[src/hdl/pcv_pkg.sv]
`default_nettype none
// ----------------------------------------------------------------------------
// pcv_pkg
// Shared types and constants for the packet CRC-16 validator: request and
// response payloads, verdict codes and CRC-16/CCITT-FALSE constants.
// ----------------------------------------------------------------------------
package pcv_pkg;

   // Default packet size in bytes, CRC trailer included
   localparam int PacketBytesDefault = 32;

   // Width of the byte counter; it saturates at its all-ones value
   localparam int CountWidth = 8;

   // CRC-16/CCITT-FALSE
   localparam logic [15:0] CrcInit = 16'hFFFF;
   localparam logic [15:0] CrcTop  = 16'h8000;
   localparam logic [15:0] CrcPoly = 16'h1021;

   // Reset value of the expected protocol version
   localparam logic [7:0] VersionReset = 8'd3;

   // Verdict codes, first failing check wins
   localparam logic [1:0] StatusOk      = 2'd0;
   localparam logic [1:0] StatusLength  = 2'd1;
   localparam logic [1:0] StatusVersion = 2'd2;
   localparam logic [1:0] StatusCrc     = 2'd3;

   typedef struct packed {
      logic [7:0] data_byte;
      logic       last_byte;
   } req_type;

   typedef struct packed {
      logic        packet_ok;
      logic [1:0]  status;
      logic [15:0] computed_crc;
   } rsp_type;

endpackage : pcv_pkg
`default_nettype wire

[src/hdl/pcv_crc_byte.sv]
`default_nettype none
// ----------------------------------------------------------------------------
// pcv_crc_byte
// One-byte CRC-16/CCITT-FALSE update, MSB first, unrolled over eight bits.
// ----------------------------------------------------------------------------
module pcv_crc_byte (
   input  wire logic [15:0] crc_in,
   input  wire logic [7:0]  data,
   output logic      [15:0] crc_out
);

   // Fold the byte into the top, then shift out eight bits
   always_comb begin
      logic [15:0] c;
      c = crc_in ^ {data, 8'h00};
      for (int k = 0; k < 8; k++) begin
         if ((c & pcv_pkg::CrcTop) != 16'h0000) begin
            c = {c[14:0], 1'b0} ^ pcv_pkg::CrcPoly;
         end else begin
            c = {c[14:0], 1'b0};
         end
      end
      crc_out = c;
   end

endmodule : pcv_crc_byte
`default_nettype wire

[src/hdl/pcv_tracker.sv]
`default_nettype none
// ----------------------------------------------------------------------------
// pcv_tracker
// Per-packet state: byte count, running CRC, received CRC trailer and the
// version flag. Produces the verdict on the request flagged as last byte.
// ----------------------------------------------------------------------------
module pcv_tracker #(
   parameter int PACKET_BYTES = pcv_pkg::PacketBytesDefault
) (
   input  wire logic             clock,
   input  wire logic             reset,
   input  wire logic             fire,
   input  wire pcv_pkg::req_type req,
   input  wire logic [7:0]       version,
   output logic                  result_valid,
   output pcv_pkg::rsp_type      result
);

   localparam int CW = pcv_pkg::CountWidth;
   localparam logic [CW-1:0] BodyEnd  = CW'(PACKET_BYTES - 2);
   localparam logic [CW-1:0] CrcLoPos = CW'(PACKET_BYTES - 2);
   localparam logic [CW-1:0] CrcHiPos = CW'(PACKET_BYTES - 1);
   localparam logic [CW-1:0] LastPos  = CW'(PACKET_BYTES - 1);
   localparam logic [CW-1:0] CountMax = {CW{1'b1}};
   localparam logic [CW-1:0] CountOne = CW'(1);

   logic [CW-1:0] count_ff, count_in;
   logic [15:0]   crc_ff, crc_in;
   logic [15:0]   rx_crc_ff, rx_crc_in;
   logic          ver_bad_ff, ver_bad_in;

   logic [15:0]   crc_step;
   logic [15:0]   crc_upd;
   logic [15:0]   rx_upd;
   logic          ver_bad_upd;

   pcv_crc_byte u_crc_byte (
      .crc_in  (crc_ff),
      .data    (req.data_byte),
      .crc_out (crc_step)
   );

   // State after this byte, before any end-of-packet clear
   always_comb begin
      ver_bad_upd = ver_bad_ff
                    | ((count_ff == '0) && (req.data_byte != version));
      crc_upd = crc_ff;
      rx_upd  = rx_crc_ff;
      if (count_ff < BodyEnd) begin
         crc_upd = crc_step;
      end else if (count_ff == CrcLoPos) begin
         rx_upd = {rx_crc_ff[15:8], req.data_byte};
      end else if (count_ff == CrcHiPos) begin
         rx_upd = {req.data_byte, rx_crc_ff[7:0]};
      end
   end

   // Verdict, checks in priority order
   always_comb begin
      result_valid = fire && req.last_byte;
      if ((count_ff == CountMax) || (count_ff != LastPos)) begin
         result.status = pcv_pkg::StatusLength;
      end else if (ver_bad_upd) begin
         result.status = pcv_pkg::StatusVersion;
      end else if (rx_upd != crc_upd) begin
         result.status = pcv_pkg::StatusCrc;
      end else begin
         result.status = pcv_pkg::StatusOk;
      end
      result.packet_ok    = (result.status == pcv_pkg::StatusOk);
      result.computed_crc = crc_upd;
   end

   // Next state: advance on every request, clear after the last byte
   always_comb begin
      count_in   = count_ff;
      crc_in     = crc_ff;
      rx_crc_in  = rx_crc_ff;
      ver_bad_in = ver_bad_ff;
      if (fire) begin
         if (req.last_byte) begin
            count_in   = '0;
            crc_in     = pcv_pkg::CrcInit;
            rx_crc_in  = 16'h0000;
            ver_bad_in = 1'b0;
         end else begin
            count_in   = (count_ff == CountMax) ? count_ff : count_ff + CountOne;
            crc_in     = crc_upd;
            rx_crc_in  = rx_upd;
            ver_bad_in = ver_bad_upd;
         end
      end
   end

   always_ff @(posedge clock) begin
      if (reset) begin
         count_ff   <= '0;
         crc_ff     <= pcv_pkg::CrcInit;
         rx_crc_ff  <= 16'h0000;
         ver_bad_ff <= 1'b0;
      end else begin
         count_ff   <= count_in;
         crc_ff     <= crc_in;
         rx_crc_ff  <= rx_crc_in;
         ver_bad_ff <= ver_bad_in;
      end
   end

endmodule : pcv_tracker
`default_nettype wire

[src/hdl/packet_crc16_validator.sv]
`default_nettype none
// ----------------------------------------------------------------------------
// packet_crc16_validator
// Checks packets that arrive one byte per request and gives one verdict
// (length, version, CRC-16/CCITT-FALSE) per packet.
// ----------------------------------------------------------------------------
// The block takes one byte per clock cycle, back to back, for as long as the
// response side keeps up. The verdict for a packet appears on rsp_valid in
// the cycle after its last byte is accepted and is held in a result register;
// while that register is full and not being drained, or while reset is high,
// req_ready drops and requests wait. The cycle time is set by the eight-bit
// unrolled CRC update followed by the 16-bit trailer compare. The expected
// version is written through csr_wr_en/csr_wr_data and resets to 3.
module packet_crc16_validator #(
   parameter int PACKET_BYTES = pcv_pkg::PacketBytesDefault
) (
   input  wire logic             clock,
   input  wire logic             reset,
   input  wire logic             req_valid,
   output logic                  req_ready,
   input  wire pcv_pkg::req_type req_payload,
   output logic                  rsp_valid,
   input  wire logic             rsp_ready,
   output pcv_pkg::rsp_type      rsp_payload,
   input  wire logic             csr_wr_en,
   input  wire logic [7:0]       csr_wr_data
);

   logic [7:0]       ver_ff, ver_in;
   logic             rsp_valid_ff, rsp_valid_in;
   pcv_pkg::rsp_type rsp_ff, rsp_in;
   logic             out_free;
   logic             req_fire;
   logic             result_valid;
   pcv_pkg::rsp_type result;

   // Result register free, or being drained this cycle
   assign out_free  = !rsp_valid_ff || rsp_ready;
   assign req_ready = out_free && !reset;
   assign req_fire  = req_valid && req_ready;

   pcv_tracker #(
      .PACKET_BYTES (PACKET_BYTES)
   ) u_tracker (
      .clock        (clock),
      .reset        (reset),
      .fire         (req_fire),
      .req          (req_payload),
      .version      (ver_ff),
      .result_valid (result_valid),
      .result       (result)
   );

   // Version register
   assign ver_in = csr_wr_en ? csr_wr_data : ver_ff;

   // Result register
   always_comb begin
      rsp_valid_in = rsp_valid_ff;
      rsp_in       = rsp_ff;
      if (out_free) begin
         rsp_valid_in = result_valid;
      end
      if (result_valid) begin
         rsp_in = result;
      end
   end

   always_ff @(posedge clock) begin
      if (reset) begin
         ver_ff       <= pcv_pkg::VersionReset;
         rsp_valid_ff <= 1'b0;
      end else begin
         ver_ff       <= ver_in;
         rsp_valid_ff <= rsp_valid_in;
      end
   end

   always_ff @(posedge clock) begin
      rsp_ff <= rsp_in;
   end

   assign rsp_valid   = rsp_valid_ff;
   assign rsp_payload = rsp_ff;

endmodule : packet_crc16_validator
`default_nettype wire

[config.mk]
export PLATFORM = sky130hd
export DESIGN_NAME = packet_crc16_validator
export DESIGN_NICKNAME = d
export VERILOG_FILES = /design/src/hdl/pcv_pkg.sv /design/src/hdl/pcv_crc_byte.sv /design/src/hdl/pcv_tracker.sv /design/src/hdl/packet_crc16_validator.sv
export SDC_FILE = /design/constraint.sdc
export NUM_CORES = 1
export LEC_CHECK = 0
export ABC_AREA = 1
export BUFFER_PORTS_ARGS = -buffer_cell sky130_fd_sc_hd__buf_2
export CORE_ASPECT_RATIO = 1.2
export CORE_UTILIZATION = 53
export DETAILED_ROUTE_END_ITERATION = 16
export GPL_TIMING_DRIVEN = 0
export PLACE_DENSITY = 0.86
export SLEW_MARGIN = 40
export SYNTH_ARGS = -nofsm -noshare
export SYNTH_HDL_FRONTEND = slang
export SYNTH_HIERARCHICAL = 1
export SYNTH_SLANG_ARGS = --single-unit
[constraint.sdc]
create_clock -name clock -period 1.9 [get_ports clock]
set_input_delay 0.19 -clock clock [delete_from_list [all_inputs] [get_ports clock]]
set_output_delay 0.19 -clock clock [all_outputs]
set_load 0.005 [all_outputs]
## Word level (Yosys, flattened, before mapping)

Cells that the tools add are included.

- Input port bits: 22
- Bits in registers: 69
- Output and inout port bits: 21

- Reduce and logical (&&, ||, !) cells: 11
- Magnitude comparators: 1
- Equality and inequality tests: 7
- Bitwise gates (word level): 10
- Multiplexer cells: 20
- $add $sub $neg: 1

Operators with widths:

| operator | count |
|---|---|
| $mux W13 | 8 |
| $mux W16 | 6 |
| $not A3 Y3 | 8 |
| $eq A8 B5 Y1 const B | 2 |
| $mux W8 | 2 |
| $ne A16 B16 Y1 | 1 |
| $xor A16 B16 Y16 | 1 |
| $add A8 B1 Y8 const B | 1 |
| $eq A8 B8 Y1 const B | 1 |
| $logic_not A8 Y1 | 1 |
| $lt A8 B5 Y1 const B | 1 |
| $ne A8 B5 Y1 const B | 1 |
| $ne A8 B8 Y1 | 1 |
| $mux W2 | 3 |
| $logic_and A1 B1 Y1 | 4 |
| $logic_not A1 Y1 | 2 |
| $logic_not A2 Y1 | 1 |
| $logic_or A1 B1 Y1 | 2 |
| $ne A2 B2 Y1 const B | 1 |
| $reduce_and A2 Y1 | 1 |
| $mux W1 | 1 |
| $or A1 B1 Y1 | 1 |

## Logic depth before layout (Yosys ltp)

Gate-level depths: netlist of run 1.

- Depth in word-level cells: 23
- Gate-level depth with buffers: 19

## Cells and area by module

Netlist of run 1, hierarchy kept.

By module, submodules not included:

| module | area each (um^2) | cells each | times used |
|---|---|---|---|
| pcv_tracker | 2577.5 | 419 | 1 |
| packet_crc16_validator | 908.4 | 63 | 1 |
| pcv_crc_byte | 536.8 | 115 | 1 |

## Least setup slack after synthesis of run 1

No wires, ideal clock.

- Path type: reg-to-reg
- Start: reg rsp_valid_ff (netlist: rsp_valid)
- End: reg u_tracker.crc_ff[10]
- Cell stages (with the launch flop): 11
- Setup slack: -0.119 ns
- Buffers on the path: 1
- Arrival: 1.945 ns
- Cell sequence: dfxtp_1 > nand2_1 > nand2_1 > nor2_1 > nand2_1 > inv_1 > nor2_1 > inv_1 > clkbuf_1 > a21oi_1 > o21ai_0

- Cells in the longest elaborated chain, start to end: 4

RTL lines:

| element | RTL line | source |
|---|---|---|
| start: declaration | packet_crc16_validator.sv:30 | `logic rsp_valid_ff, rsp_valid_in;` |
| start signal: assignment | packet_crc16_validator.sv:75 | `rsp_valid_ff <= rsp_valid_in;` |
| $logic_not A1 Y1 | packet_crc16_validator.sv:38 | `assign out_free = !rsp_valid_ff \|\| rsp_ready;` |
| $logic_or A1 B1 Y1 | packet_crc16_validator.sv:38 |  |
| $logic_and A1 B1 Y1 | packet_crc16_validator.sv:39 | `assign req_ready = out_free && !reset;` |
| $logic_and A1 B1 Y1 | packet_crc16_validator.sv:40 | `assign req_fire = req_valid && req_ready;` |
| net req_fire | packet_crc16_validator.sv:33 | `logic req_fire;` |
| end signal: assignment | pcv_tracker.sv:98 | `crc_ff <= pcv_pkg::CrcInit;` |
| end signal: assignment | pcv_tracker.sv:103 | `crc_ff <= crc_in;` |
| end: declaration | pcv_tracker.sv:28 | `logic [15:0] crc_ff, crc_in;` |

The timed path passes the listed nets, and every way through them passes these cells.
A chain may end at the register's enable or synchronous reset.

==> results of run 1 <==
[cell type report]
| cell class | instances | area share (%) |
|---|---|---|
| clock buffer | 12 | 2.579 |
| timing repair inverter | 1 | 0.09553 |
| multi-input combinational | 439 | 46.17 |
| tap | 90 | 2.150 |
| timing repair buffer | 71 | 9.386 |
| buffer | 16 | 2.460 |
| inverter | 75 | 5.589 |
| clock inverter | 4 | 0.9315 |
| sequential | 69 | 30.64 |
[flip-flops by register name, summed over array words and instances (netlist names)]
name                  cells
ver_ff                    8
u_tracker/count_ff        8
u_tracker/crc_ff         16
rsp_payload              19
u_tracker/rx_crc_ff      16
rsp_valid                 1
u_tracker/ver_bad_ff      1
[cells in the final DEF (no fill, tap or decap), types with 11 or more instances in the layout]
master      n
buf_4      25
nand3_2    16
o21ai_0    24
nor2_1     25
inv_2      17
a21oi_1    37
inv_1      56
dfxtp_1    37
nand2_2    33
nand2_1   186
nor2_4     11
edfxtp_1   19
buf_2      41
nand2_4    14
nand3_1    50
[power groups by stage]
| stage | Combinational [W] | Clock, W | Sequential, W |
|---|---|---|---|
| after detailed placement | 0.000615 | 0 | 0.00166 |
| after global routing | 0.000813 | 0.00125 | 0.00163 |
| after floorplan | 0.000433 | 0 | 0.00165 |
| final | 0.000744 | 0.00118 | 0.00162 |
| after CTS | 0.000675 | 0.00117 | 0.00162 |
| after global placement | 0.000592 | 0 | 0.00166 |
[logic make-up after synthesis]
group	Yosys count	share of synthesized area (%)
adders and majority gates	3	0.9332
xor gates and xnor gates	9	1.960
and+or+nand+nor	350	38.85
buffers and inverters	91	9.269
DFF	69	39.07
AOI/OAI and AO/OA	75	9.922
[routing by layer]
metal  share of wire (%)  vias up  GRT usage, %
li1                    -     2080             -
met5                   0        -             0
met3                 9.5       90         10.33
met1                  35     2023         37.12
met4                 7.9        0         26.65
met2                  48      309         53.21
[through the flow]
stage | instances | power [W] | setup WS [ns]
2_1_floorplan | 597 | 0.002082 | 0.01005
3_3_place_gp | 728 | 0.002247 | -0.5488
3_5_place_dp | 728 | 0.002274 | -0.6354
4_1_cts | 770 | 0.003473 | -0.2149
5_1_grt | 777 | 0.003697 | -0.4383
6_report | 777 | 0.003551 | -0.3751
[worst paths after layout]
path / from / end / slack, ns / depth (start not counted)
min: reset / rsp_valid / 0.05 / 2
max reg2reg: u_tracker/count_ff[3] / rsp_payload[17] / -0.38 / 16
min reg2reg: u_tracker/rx_crc_ff[14] / u_tracker/rx_crc_ff[14] / 0.47 / 2
max: u_tracker/count_ff[3] / rsp_payload[17] / -0.38 / 16
[what timing repair did]
item,4_1_cts,5_1_grt
gates cloned,4,0
hold buffers,0,0
setup endpoints to repair,34,38
pin swaps,32,26
setup buffers,22,8
gates resized for setup,75,42
[worst max-delay path, cell delays in order, from the launching register on]
cell and delay [ns]:
dfxtp_4 0.38, nand2_4 0.07, nor2_4 0.13, nand2_2 0.08, nand2_4 0.13, buf_12 0.14, nand3_4 0.17, nand2_4 0.14
nand2_2 0.07, nand2_1 0.06, nand2_1 0.05, nor2_1 0.13, nand2_1 0.11, nor2_4 0.16, nand3_2 0.10, nand2_1 0.08
inv_1 0.03
==> impl_results.md, run 1 <==
- Netlist cell types: 32
- FP Rows: 34
- Area growth syn-to-layout: 30.23%
- Starting Density: 54.98%
- Post-synth EDFFs: 19
- Final hold violation count: 0
- Combinational cell fraction of total power: 21.0%
- Count leader, synth: nand2_1
- Maximum vdd ir drop: 0.0006381 V
- Mapped Cells: 597
- PD cells: 677.8 mW/mm^2
- Post-synth top area cell: dfxtp_1
- Min Hold Slack: 0.04554 ns
- Top_reg_cell synth: dfxtp_1
- Int Power: 0.002449 W
- Critical Path AT: 2.39 ns
- Placeable Area: 0.007317 sq mm
- Max-cap violation count: 0
- Synth top area share: 24.88%
- Clock Power Share: 33.4%
- DRT Wirelength: 12990 um
- Final Critical Period: 2.275 ns
- Switching share of power: 31.04%
- WL/cell: 16.71 um
- Residual DRC: 0
- Clock Tree Root: clkbuf_8
- Status: complete, but fails checks
- GRT Util Overall: 33.98%
- Critical Path RT: 2.01 ns
- Multi-input gate area: 0.002419 sq mm
- Lkg Pwr: 2.470 nW
- YS warnings: 6
- Clock transition at path regs: 0.08 ns
- Pre-antenna DRT Iters: 6
- Syn avg cell area: 6.738 sq um
- Crit path capture type: register
- Netlist Area Pre-Place: 0.004023 sq mm
- Seq pwr share: 45.7%
- Fin area: 0.005239 sq mm
- Worst-Skew Late Latency: 0.35 ns
- Commonest cells post-synth: 208 x nand2_1, 66 x nand3_1, 63 x inv_1, 50 x dfxtp_1, 37 x a21oi_1
- Peak Freq: 439.5 MHz
- Least-Margin Pin Slew: 0.6521 ns
- Gp weighted congestion: 0.9488
- Final setup violation count: 3
- Layout Skew: 0.01424 ns
- Die area: 0.007944 sq mm
- Vias: 4502
- Max-slew headroom: 56.29%
- Detailed Route Iter0 Violations: 564
- Antenna Cells: 0
- Vias per cell: 5.794
- RSZ-0062 raised after global routing: true
- CTS buffer count: 9
- Type of the worst min-delay path: in -> reg
- Sequential cell area: 0.001605 sq mm
- Core Util, Final: 71.60%
- Initial antenna violation count: 0
- Register area share after synthesis: 39.07%
- Ports: 43
- DP Area: 0.004392 sq mm
- Die Wd: 81.53 um
- Clk sink count: 69
- Max-slew violations: 0
- Synth top area cells: dfxtp_1 25%, nand2_1 19%, edfxtp_1 14%, nand3_1 8.2%, inv_1 5.9%
- Fillers: 531
- Final worst slack: -0.3751 ns
- CTS tree: built
- Final ANT Viol Nets: 0
- CTS Buffer Depth: 2
- Worst Path Max Fanout: 6
- Post-synth ARST share: 0%
- Remaining Overflow, GRT: 0
- H-tree depth: 3
- I/O Buffers: 41
- Net Sw Power: 0.001102 W
- Vias in the first global route: 4271
- CP Class: reg -> reg
- Share of cells above drive strength 1: 32.17%
- Critical Path Source Type: register
- Largest net degree at the start of global routing: 12
- Die height: 97.44 um
- Syn Nets: 622
- DPL Wire Length: 7958 um
- Global-route wire length before repair: 19950 um
- Setup TNS: -1.003 ns
- Tcrit/Tclk final: 119.7%
- Synthesized flop and latch total: 69
- Failing checks: setup timing
- Final layout net count: 707
No activity file was read; power rests on OpenSTA's default activity.
==> run 2: changes to the inputs <==
--- a/config.mk
+++ b/config.mk
@@ -8,10 +8,10 @@
 export ABC_AREA = 1
 export BUFFER_PORTS_ARGS = -buffer_cell sky130_fd_sc_hd__buf_2
 export CORE_ASPECT_RATIO = 1.2
-export CORE_UTILIZATION = 53
+export CORE_UTILIZATION = 45
 export DETAILED_ROUTE_END_ITERATION = 16
 export GPL_TIMING_DRIVEN = 0
-export PLACE_DENSITY = 0.86
+export PLACE_DENSITY = 0.76
 export SLEW_MARGIN = 40
 export SYNTH_ARGS = -nofsm -noshare
 export SYNTH_HDL_FRONTEND = slang
==> impl_results.md, run 2 (synthesis gave the netlist of run 1 again) <==
- Net Sw Power: 0.001130 W (+2.5%)
- Failing checks: setup timing
- Final Critical Period: 2.201 ns (-0.07436 ns)
- Most frequent cells in the layout: 189 x nand2_1, 60 x nand3_1, 58 x inv_1, 42 x buf_2, 37 x a21oi_1
- Worst Path Buf+Inv: 3 (+1)
- Maximum vdd ir drop: 0.0004539 V (-29%)
- Seq pwr share: 43.8% (-1.9 points)
- Clk sink count: 69 (unchanged)
- Gp weighted congestion: 0.9055 (-4.6%)
- Max-cap violation count: 0 (unchanged)
- Vias per cell: 5.365 (-7.4%)
- CTS tree: built
- Max-slew violations: 0 (unchanged)
- Multi-input gate area: 0.002372 sq mm (-1.9%)
- Area growth syn-to-layout: 29.95%
- GRT Util Overall: 26.59% (-7.4 points)
- Crit path launch: u_tracker/count_ff[4]
- Clock transition at path regs: 0.08 ns (about the same)
- Worst-Skew Late Latency: 0.36 ns (about the same)
- Die height: 105.6 um (+8.3%)
- Die Wd: 88.31 um (+8.3%)
- Vias: 4303 (-4.4%)
- Final hold violation count: 0 (unchanged)
- CTS buffer count: 9 (unchanged)
- Clock Power Share: 36.8% (+3.4 points)
- Status: complete, but fails checks
- Ports: 43 (unchanged)
- Tcrit/Tclk final: 115.8% (-3.9 points)
- CP Class: reg -> reg
- Pre-antenna DRT Iters: 5 (-1)
- Fillers: 772 (+45%)
- Type of the worst min-delay path: in -> reg
- Detailed Route Iter0 Violations: 505 (-10%)
- Largest stage delay, worst path: 0.35 ns (-0.03 ns)
- FP Rows: 37 (+8.8%)
- Critical Path AT: 2.33 ns (-0.06 ns)
- Largest net degree at the start of global routing: 14 (+2)
- Switching share of power: 30.50% (-0.54 points)
- Remaining Overflow, GRT: 0 (unchanged)
- Hold-fix buffers at CTS: 0 (unchanged)
- WL/cell: 15.29 um (-8.5%)
- Fin area: 0.005228 sq mm (-0.21%)
- Critical Path RT: 2.03 ns (+0.02 ns)
- Share of cells above drive strength 1: 30.51% (-1.7 points)
- Most common cell after layout, fill and taps aside: nand2_1
- Final ANT Viol Nets: 0 (unchanged)
- Worst Path Max Fanout: 5 (-1)
- Antenna Cells: 0 (unchanged)
- Hold Crit Start: reset
- Global-route wire length before repair: 18440 um (-7.6%)
- Critical Path Source Type: register
- Slowest CP cell: dfxtp_2
- FF-to-FF Start: u_tracker/count_ff[4]
- Layout Skew: 0.007840 ns (-0.006396 ns)
- Final worst slack: -0.3007 ns (+0.07436 ns)
- Least-Margin Pin Slew: 0.7650 ns (+0.1129 ns)
- Max-slew headroom: 49.00% (-7.3 points)
- DPL Wire Length: 8012 um (+0.68%)
- DRT Wirelength: 12260 um (-5.6%)
- Total power: 0.003704 W (+4.3%)
- Peak Freq: 454.4 MHz (+3.4%)
- Crit-path leading delay family: simple AND/OR/NAND/NOR gates
- Initial antenna violation count: 0 (unchanged)
- Crit path capture type: register
- Crit-path cells: inv_4 -> nor2_4 -> nand2_4 -> nor2_4 -> buf_6 -> nand3b_1 -> nand3_1 -> nand2_1 -> nor2_1 -> nand2_1 -> nor2_4 -> nand3_2 -> nand2_1 -> inv_1
- Lkg Pwr: 2.459 nW (-0.47%)
- H-tree depth: 3 (unchanged)
- DP Area: 0.004425 sq mm (+0.77%)
- Clock Tree Root: clkbuf_8
- I/O Buffers: 41 (unchanged)
- PD cells: 708.6 mW/mm^2 (+4.5%)
- Largest register FFs: 19 (unchanged)
- RSZ-0062 raised after global routing: true
- Starting Density: 46.72% (-8.3 points)
- CTS Buffer Depth: 2 (unchanged)
- Die area: 0.009323 sq mm (+17%)
- Residual DRC: 0 (unchanged)
- Final setup violation count: 3 (unchanged)
- Combinational cell fraction of total power: 19.4% (-1.6 points)
- Sequential cell area: 0.001608 sq mm (+0.16%)
- Final layout net count: 705 (-0.28%)
- Int Power: 0.002575 W (+5.1%)
- Placeable Area: 0.008611 sq mm (+18%)
- Vias in the first global route: 3927 (-8.1%)
[run 2: cell types whose count changed in the layout (fill, tap and decap cells not counted), moves of 3 or more]
cell | previous run | this run
nand2_1 | 186 | 189
inv_2 | 17 | 13
nand3_2 | 16 | 5
clkbuf_1 | 7 | 4
nand2_4 | 14 | 10
buf_6 | 6 | 9
nand3_1 | 50 | 60
buf_12 | 5 | 1
[run 2: through the flow]
step | util (%) | setup WS, ns | hold slack (ns) | setup TNS, ns | cells
global route | 60.71 | -0.4261 | 0.02168 | -1.292 | 802
finish | 60.71 | -0.3007 | 0.02209 | -0.7698 | 802
CTS | 58.63 | -0.2354 | 0.01978 | -0.6252 | 797
detailed placement | 51.39 | -0.7015 | 0.3966 | -14.51 | 755
floorplan | - | 0.01005 | 0.2591 | 0 | 597
global placement | 51.39 | -0.5872 | 0.3878 | -12.50 | 755
[run 2: repair_timing]
item | 4_1_cts | 5_1_grt
setup buffers | 21 | 9
pin swaps | 16 | 22
gates cloned | 5 | 0
gates resized for setup | 62 | 43
setup endpoints to repair | 35 | 36
[run 2: worst paths after layout]
| check | end | slack [ns] | cells after the start |
|---|---|---|---|
| worst max-delay path | rsp_payload[17] | -0.30 | 14 |
| worst min-delay path | rsp_valid | 0.02 | 2 |
| worst max register to register | rsp_payload[17] | -0.30 | 14 |
| worst min register to register | u_tracker/rx_crc_ff[11] | 0.47 | 2 |
[run 2: worst register-to-register path: stages (launching register included)]
cell and delay [ns]:
dfxtp_2 0.35, inv_4 0.05, nor2_4 0.18, nand2_4 0.09, nor2_4 0.27, buf_6 0.16
nand3b_1 0.14, nand3_1 0.13, nand2_1 0.06, nor2_1 0.08, nand2_1 0.09, nor2_4 0.15
nand3_2 0.09, nand2_1 0.09, inv_1 0.04
[run 2: power groups by stage]
stage / Combinational (W) / Clock [W] / Sequential (W)
after global routing: 0.000781 / 0.00143 / 0.00163
final: 0.000719 / 0.00136 / 0.00162
after floorplan: 0.000433 / 0 / 0.00165
after global placement: 0.000610 / 0 / 0.00166
after CTS: 0.000679 / 0.00137 / 0.00163
after detailed placement: 0.000622 / 0 / 0.00166
[run 2: final cells by class]
class                      count  share of cell area, %
multi-input combinational    439                  45.38
sequential                    69                  30.76
timing repair buffer          70                  8.904
inverter                      75                  5.697
tap                          117                  2.800
clock buffer                   9                  2.370
buffer                        15                  2.130
clock inverter                 7                  1.867
timing repair inverter         1                0.09574
[run 2: layer usage]
| metal | vias to the layer above | share of wire [%] | global-route usage, % |
|---|---|---|---|
| li1 | 2071 | - | - |
| met1 | 2003 | 39 | 30.78 |
| met4 | 0 | 6.1 | 17.97 |
| met3 | 48 | 5.4 | 4.150 |
| met5 | - | 0 | 0 |
| met2 | 181 | 49 | 44.23 |
